## src/hdl/bbc_pkg.sv

```systemverilog
// Shared types and constants for the bracket balance checker.
package bbc_pkg;

	localparam int KIND_W   = 4;
	localparam int STATUS_W = 3;
	localparam int DEPTH_W  = 6;

	typedef logic [KIND_W-1:0] kind_t;

	typedef enum logic [STATUS_W-1:0] {
		ST_OK       = 3'd0,
		ST_UNOPENED = 3'd1,
		ST_MISMATCH = 3'd2,
		ST_UNCLOSED = 3'd3,
		ST_OVERFLOW = 3'd4,
		ST_NOTHING  = 3'd5
	} status_t;

	// Write port request into the opener stack memory
	typedef struct packed {
		logic  en;
		kind_t data;
	} bbc_wr_t;

endpackage

```

## src/hdl/bbc_stack_mem.sv

```systemverilog
// Opener stack storage: one write port, one registered read port.
module bbc_stack_mem
	import bbc_pkg::*;
#(
	parameter int DEPTH = 32,
	parameter int AW    = 5
) (
	input  logic          clk,
	input  bbc_wr_t       wr,
	input  logic [AW-1:0] waddr,
	input  logic [AW-1:0] raddr,
	output kind_t         rdata
);

	kind_t mem [DEPTH];

	always_ff @(posedge clk) begin
		if (wr.en) begin
			mem[waddr] <= wr.data;
		end
	end

	always_ff @(posedge clk) begin
		rdata <= mem[raddr];
	end

endmodule

```

## src/hdl/bracket_balance_checker_unit.sv

```systemverilog
// Bracket balance checker top level: sequencer around the opener stack memory.
//
// Bracket tokens enter on the in channel and each gives one result on the out
// channel; a flush gives one per open entry, or one on an empty stack. A token
// is accepted in a cycle in which the stack top is read from the synchronous
// memory; in S_EXEC, the decide state, it is pushed or popped and the output
// register is loaded. A flush drains the stack one open entry at a time
// (memory read, then output). The stack holds STACK_DEPTH entries; an opener
// on a full stack reports overflow and is dropped. No clearing pass is needed
// after reset: only entries below the stack count are ever used.
module bracket_balance_checker_unit
	import bbc_pkg::*;
#(
	parameter int STACK_DEPTH = 32
) (
	input  logic                clk,
	input  logic                arst_n,
	input  logic                in_valid,
	output logic                in_stall,
	input  logic                mode,
	input  logic                is_closer,
	input  logic [KIND_W-1:0]   bracket_kind,
	output logic                out_valid,
	input  logic                out_stall,
	output logic [STATUS_W-1:0] status,
	output logic [KIND_W-1:0]   found_kind,
	output logic [KIND_W-1:0]   expected_kind,
	output logic [DEPTH_W-1:0]  open_depth,
	output logic                last
);

	localparam int AW = (STACK_DEPTH > 1) ? $clog2(STACK_DEPTH) : 1;
	localparam int CW = $clog2(STACK_DEPTH + 1);
	localparam logic [CW-1:0] FULL = CW'(STACK_DEPTH);
	localparam logic [CW-1:0] ONE  = CW'(1);

	typedef enum logic [1:0] {
		S_IDLE,
		S_EXEC,
		S_FLUSH,
		S_FLUSH_RD
	} state_t;

	state_t          state_q;
	logic [CW-1:0]   count_q;
	logic            is_closer_q;
	kind_t           kind_q;

	logic            out_valid_q;
	status_t         status_q;
	kind_t           found_q;
	kind_t           expected_q;
	logic [DEPTH_W-1:0] depth_q;
	logic            last_q;

	logic            out_free;
	logic            out_load;
	logic            in_take;
	logic [CW-1:0]   count_dec;
	logic [AW-1:0]   raddr;
	kind_t           top;
	bbc_wr_t         wr;

	assign out_free  = !out_valid_q || !out_stall;
	assign out_load  = (state_q == S_EXEC) || (state_q == S_FLUSH && out_free);
	assign in_stall  = !(state_q == S_IDLE && out_free);
	assign in_take   = in_valid && !in_stall;
	assign count_dec = count_q - ONE;
	// Always peeking at the current top; the read data is registered, so it lags the count
	assign raddr     = count_dec[AW-1:0];

	assign wr.en   = (state_q == S_EXEC) && !is_closer_q && (count_q != FULL);
	assign wr.data = kind_q;

	bbc_stack_mem #(
		.DEPTH(STACK_DEPTH),
		.AW   (AW)
	) u_mem (
		.clk  (clk),
		.wr   (wr),
		.waddr(count_q[AW-1:0]),
		.raddr(raddr),
		.rdata(top)
	);

	always_ff @(posedge clk) begin
		if (in_take) begin
			is_closer_q <= is_closer;
			kind_q      <= bracket_kind;
		end
	end

	always_ff @(posedge clk or negedge arst_n) begin
		if (!arst_n) begin
			state_q     <= S_IDLE;
			count_q     <= '0;
			out_valid_q <= 1'b0;
			status_q    <= ST_OK;
			found_q     <= '0;
			expected_q  <= '0;
			depth_q     <= '0;
			last_q      <= 1'b0;
		end else begin
			if (out_valid_q && !out_stall && !out_load) begin
				out_valid_q <= 1'b0;
			end
			case (state_q)
				S_IDLE: begin
					if (in_take) begin
						state_q <= mode ? S_FLUSH : S_EXEC;
					end
				end
				S_EXEC: begin
					// output register is free here: it was free at accept
					out_valid_q <= 1'b1;
					found_q     <= kind_q;
					last_q      <= 1'b1;
					state_q     <= S_IDLE;
					if (is_closer_q) begin
						if (count_q == '0) begin
							status_q   <= ST_UNOPENED;
							expected_q <= '0;
							depth_q    <= '0;
						end else if (top != kind_q) begin
							status_q   <= ST_MISMATCH;
							expected_q <= top;
							depth_q    <= DEPTH_W'(count_q);
						end else begin
							status_q   <= ST_OK;
							expected_q <= '0;
							count_q    <= count_dec;
							depth_q    <= DEPTH_W'(count_dec);
						end
					end else if (count_q == FULL) begin
						status_q   <= ST_OVERFLOW;
						expected_q <= '0;
						depth_q    <= DEPTH_W'(count_q);
					end else begin
						status_q   <= ST_OK;
						expected_q <= '0;
						count_q    <= count_q + ONE;
						depth_q    <= DEPTH_W'(count_q + ONE);
					end
				end
				S_FLUSH: begin
					if (out_free) begin
						out_valid_q <= 1'b1;
						expected_q  <= '0;
						if (count_q == '0) begin
							status_q <= ST_NOTHING;
							found_q  <= '0;
							depth_q  <= '0;
							last_q   <= 1'b1;
							state_q  <= S_IDLE;
						end else begin
							status_q <= ST_UNCLOSED;
							found_q  <= top;
							depth_q  <= DEPTH_W'(count_dec);
							last_q   <= (count_q == ONE);
							count_q  <= count_dec;
							state_q  <= (count_q == ONE) ? S_IDLE : S_FLUSH_RD;
						end
					end
				end
				S_FLUSH_RD: begin
					// wait for the read of the new top
					state_q <= S_FLUSH;
				end
				default: begin
					state_q <= S_IDLE;
				end
			endcase
		end
	end

	assign out_valid     = out_valid_q;
	assign status        = status_q;
	assign found_kind    = found_q;
	assign expected_kind = expected_q;
	assign open_depth    = depth_q;
	assign last          = last_q;

endmodule

```

## config.mk

```make
export PLATFORM = sky130hd
export DESIGN_NAME = bracket_balance_checker_unit
export DESIGN_NICKNAME = d
export VERILOG_FILES = /design/src/hdl/bbc_pkg.sv /design/src/hdl/bbc_stack_mem.sv /design/src/hdl/bracket_balance_checker_unit.sv
export SDC_FILE = /design/constraint.sdc
export NUM_CORES = 1
export LEC_CHECK = 0
export ABC_AREA = 1
export BUFFER_PORTS_ARGS = -buffer_cell sky130_fd_sc_hd__buf_2
export CAP_MARGIN = 20
export CORE_ASPECT_RATIO = 1.1
export CORE_MARGIN = 4
export CORE_UTILIZATION = 65
export DETAILED_ROUTE_END_ITERATION = 8
export GPL_TIMING_DRIVEN = 0
export PLACE_DENSITY = 0.89
export SLEW_MARGIN = 20
export SYNTH_ARGS = -nofsm -noshare
export SYNTH_HDL_FRONTEND = slang
export SYNTH_SLANG_ARGS = --single-unit
```

## constraint.sdc

```tcl
create_clock -name clk -period 4.5 [get_ports clk]
set_clock_uncertainty 0.2 [all_clocks]
set_input_delay 0.45 -clock clk [delete_from_list [all_inputs] [get_ports clk]]
set_output_delay 0.45 -clock clk [all_outputs]
set_load 0.01 [all_outputs]
```

==> impl_metrics.toml <==
[placement]
dp_cells = 874
hpwl_um = 12200
routabilityCongestion = 0.944
portBuffers = 29
place_ws_ns = 1.38
post_dp_cell_area_um2 = 7680

[die]
start_util_pct = 67.0
die-width_um = 109
core_um2 = 11000
dieArea_um2 = 13100
dieHeight_um = 119
io_pins = 30
fp-row-count = 40

[drt]
via_per_inst = 6.22
top_layer = "met4"
wl_per_cell_um = 21.0
vias = 5682
drcViolationCount = 0
ant_nets = 0
drt_iter0_drc = 775
route.met2.wl_um = 9480
wl_met3_um = 2200
routed_wl_um = 19200
first_pass_iters = 8
wl_met1_um = 6530

[timing]
fin_crit_ns = 3.27
slew_headroom_pct = 57.8
hold_violations = 0
post-route-period-util_pct = 72.7
setup_violations = 0
fmax_mhz = 306
fin_ws_ns = 1.23
slew_viol_final = 0
grt_setup_unrepaired = "false"
fin_tns_setup_ns = 0
tightest_slew_ns = 0.632

[layout]
diodes = 0
final_area_um2 = 8350
drive_gt1_share_pct = 13.4
fill_cells = 650
layout_commonest_cell = "nor2_1"
area_growth_pct = 13.8
final_cells = 914
final_cell_mix = "152 x nor2_1, 133 x edfxtp_1, 102 x nand2_1"
final_nets = 775

[cts]
ctsResizeCount = 0
cts_tree = "done"
numCtsBuffers = 17
clk-insertion-delay-late_ns = 0.43
cts_root_buf = "clkbuf_16"
cts.sinks = 164
clockBufferDepth = 2
cts.clk_slew.worst_paths_ns = 0.06
h-tree-depth = 4

[global_route]
grt_use_total_pct = 30.6
grt_remaining_overflow = 0
grt_max_degree = 35
grt_pass1_vias = 5580
grt_pass1_wl_um = 29500
antenna_found_initial = 0

[flow_run]
drv_cap = 0

[synth]
synth-seq-area-share_pct = 64.7
syn_nets = 717
yosys_warnings = 0
synth_cells = 697
synthDistinctLibCells = 37
syn-cell-area_um2 = 7340
avgSynthCellArea_um2 = 10.5
ys_seq_elements = 164

[worst_setup_path]
path_common_cell = "nand2_1"
worstSetupStartpointType = "register"
cp_slowest_stage_delay_ns = 0.49
slowest_stage = "dfrtp_1"
path_cells = "inv_2 > buf_4 > buf_2 > ha_1 > buf_2 > clkbuf_1 > o21ai_0 > o211ai_1 > o211ai_1 > nand2_1 > nand2_1 > nand2_1"
critPathArrivalTime_ns = 3.44
crit_path_end_kind = "register"
crit_type = "register to register"
critical_path_required_ns = 4.67
critPathMaxFanout = 12

[status]
status = "finished, final reports clean"

[worst_hold_path]
hold_class = "input port to register"

[power]
leakagePower_nw = 3.17
ir_drop_mv = 0.364
powerDensity_nw_per_um2 = 774
[synth_stat cells, drive strengths merged]
library cell,number,area [µm²]
a22oi,1,7.51
nand4,2,12.5
a31oi,2,12.5
a211o,1,8.76
xor2,5,43.8
nand3,26,153
edfxtp,133,3990
buf,22,140
dfrtp,27,676
a22o,1,8.76
inv,36,135
xnor2,1,16.3
nor2,159,619
nand2,106,408
clkinv,1,5.00
o211ai,24,180
o221ai,4,35.0
dfxtp,4,80.1
a21boi,2,15.0
a21oi,16,95.1
o21ai,101,505
nor3,3,25.0
ha,10,125
clkbuf,10,37.5
[through the flow]
stage                     utilization [%]  hold slack, ns  total power, mW
final                                76.2           0.223             6.46
after global routing                 76.2           0.218             6.78
after CTS                            75.8           0.141             6.35
after detailed placement             70.1           0.270             4.92
after global placement               70.0           0.263             4.78
after floorplan                         -         -0.0456             4.00
[layout make-up]
type / instances / area (µm²) / share of cell area [%]
clock buffer: 17 / 425 / 5.10
inverter: 37 / 140 / 1.68
sequential: 164 / 4750 / 56.9
clock inverter: 14 / 135 / 1.62
timing repair buffer: 39 / 265 / 3.18
buffer: 32 / 178 / 2.13
tap: 147 / 184 / 2.20
multi-input combinational: 464 / 2270 / 27.2
[logic make-up (layout without fill, tap and decap cells)]
family | count (synthesis) | count (layout) | synth area share, %
adder cells (fa/ha/maj) | 10 | 10 | 1.71
flip-flops | 164 | 164 | 64.7
AND/OR/NAND/NOR | 296 | 296 | 16.6
XOR/XNOR | 6 | 6 | 0.818
buffers and inverters | 69 | 139 | 4.33
AO/OA/AOI/OAI | 152 | 152 | 11.8
[per-layer routing]
metal	vias to the layer above	GRT usage [%]
met5	-	0
met1	2632	36.6
li1	2522	-
met4	0	16.7
met3	104	7.91
met2	424	50.2
[repair_timing]
item	CTS	global route
hold endpoints to repair	32	0
hold buffers	6	0
setup buffers	0	0
[sequential cells by signal, summed over array words and instances (netlist names)]
signal,cells
is_closer_q,1
last,1
state_q,2
count_q,6
out_valid,1
status,3
open_depth,6
kind_q,4
u_mem.rdata,4
u_mem.mem,128
found_kind,4
expected_kind,4
[report_power, final]
part / internal [mW] / leakage, nW / switching [mW]
logic: 0.959 / 1.35 / 2.14
registers: 1.84 / 1.56 / 0.122
clock network: 0.807 / 0.271 / 0.588
[critical path, delay by kind of cell (launching register included)]
family	cells	cell delay, ns
DFF	1	0.49
and+or+nand+nor	3	0.25
adders and majority gates	1	0.34
AOI/OAI and AO/OA	3	0.66
buffers and inverters	5	1.26
[path summary, 6_finish.rpt]
| check | from | end | slack [ns] | cells after the start |
|---|---|---|---|---|
| setup / recovery | count_q[0]$_DFFE_PN0P_ | u_mem.rdata[3]$_DFF_P_ | 1.23 | 12 |
| hold / removal | mode | state_q[0]$_DFFE_PN0P_ | 0.22 | 4 |
| setup reg to reg | count_q[0]$_DFFE_PN0P_ | u_mem.rdata[3]$_DFF_P_ | 1.23 | 12 |
| hold reg to reg | status[0]$_DFFE_PN0P_ | status[0]$_DFFE_PN0P_ | 0.28 | 2 |
| max in group asynchronous | arst_n | open_depth[5]$_DFFE_PN0P_ | 3.34 | 2 |
| min in group asynchronous | arst_n | found_kind[0]$_DFFE_PN0P_ | 0.36 | 2 |
No activity file was read; power rests on OpenSTA's default activity.
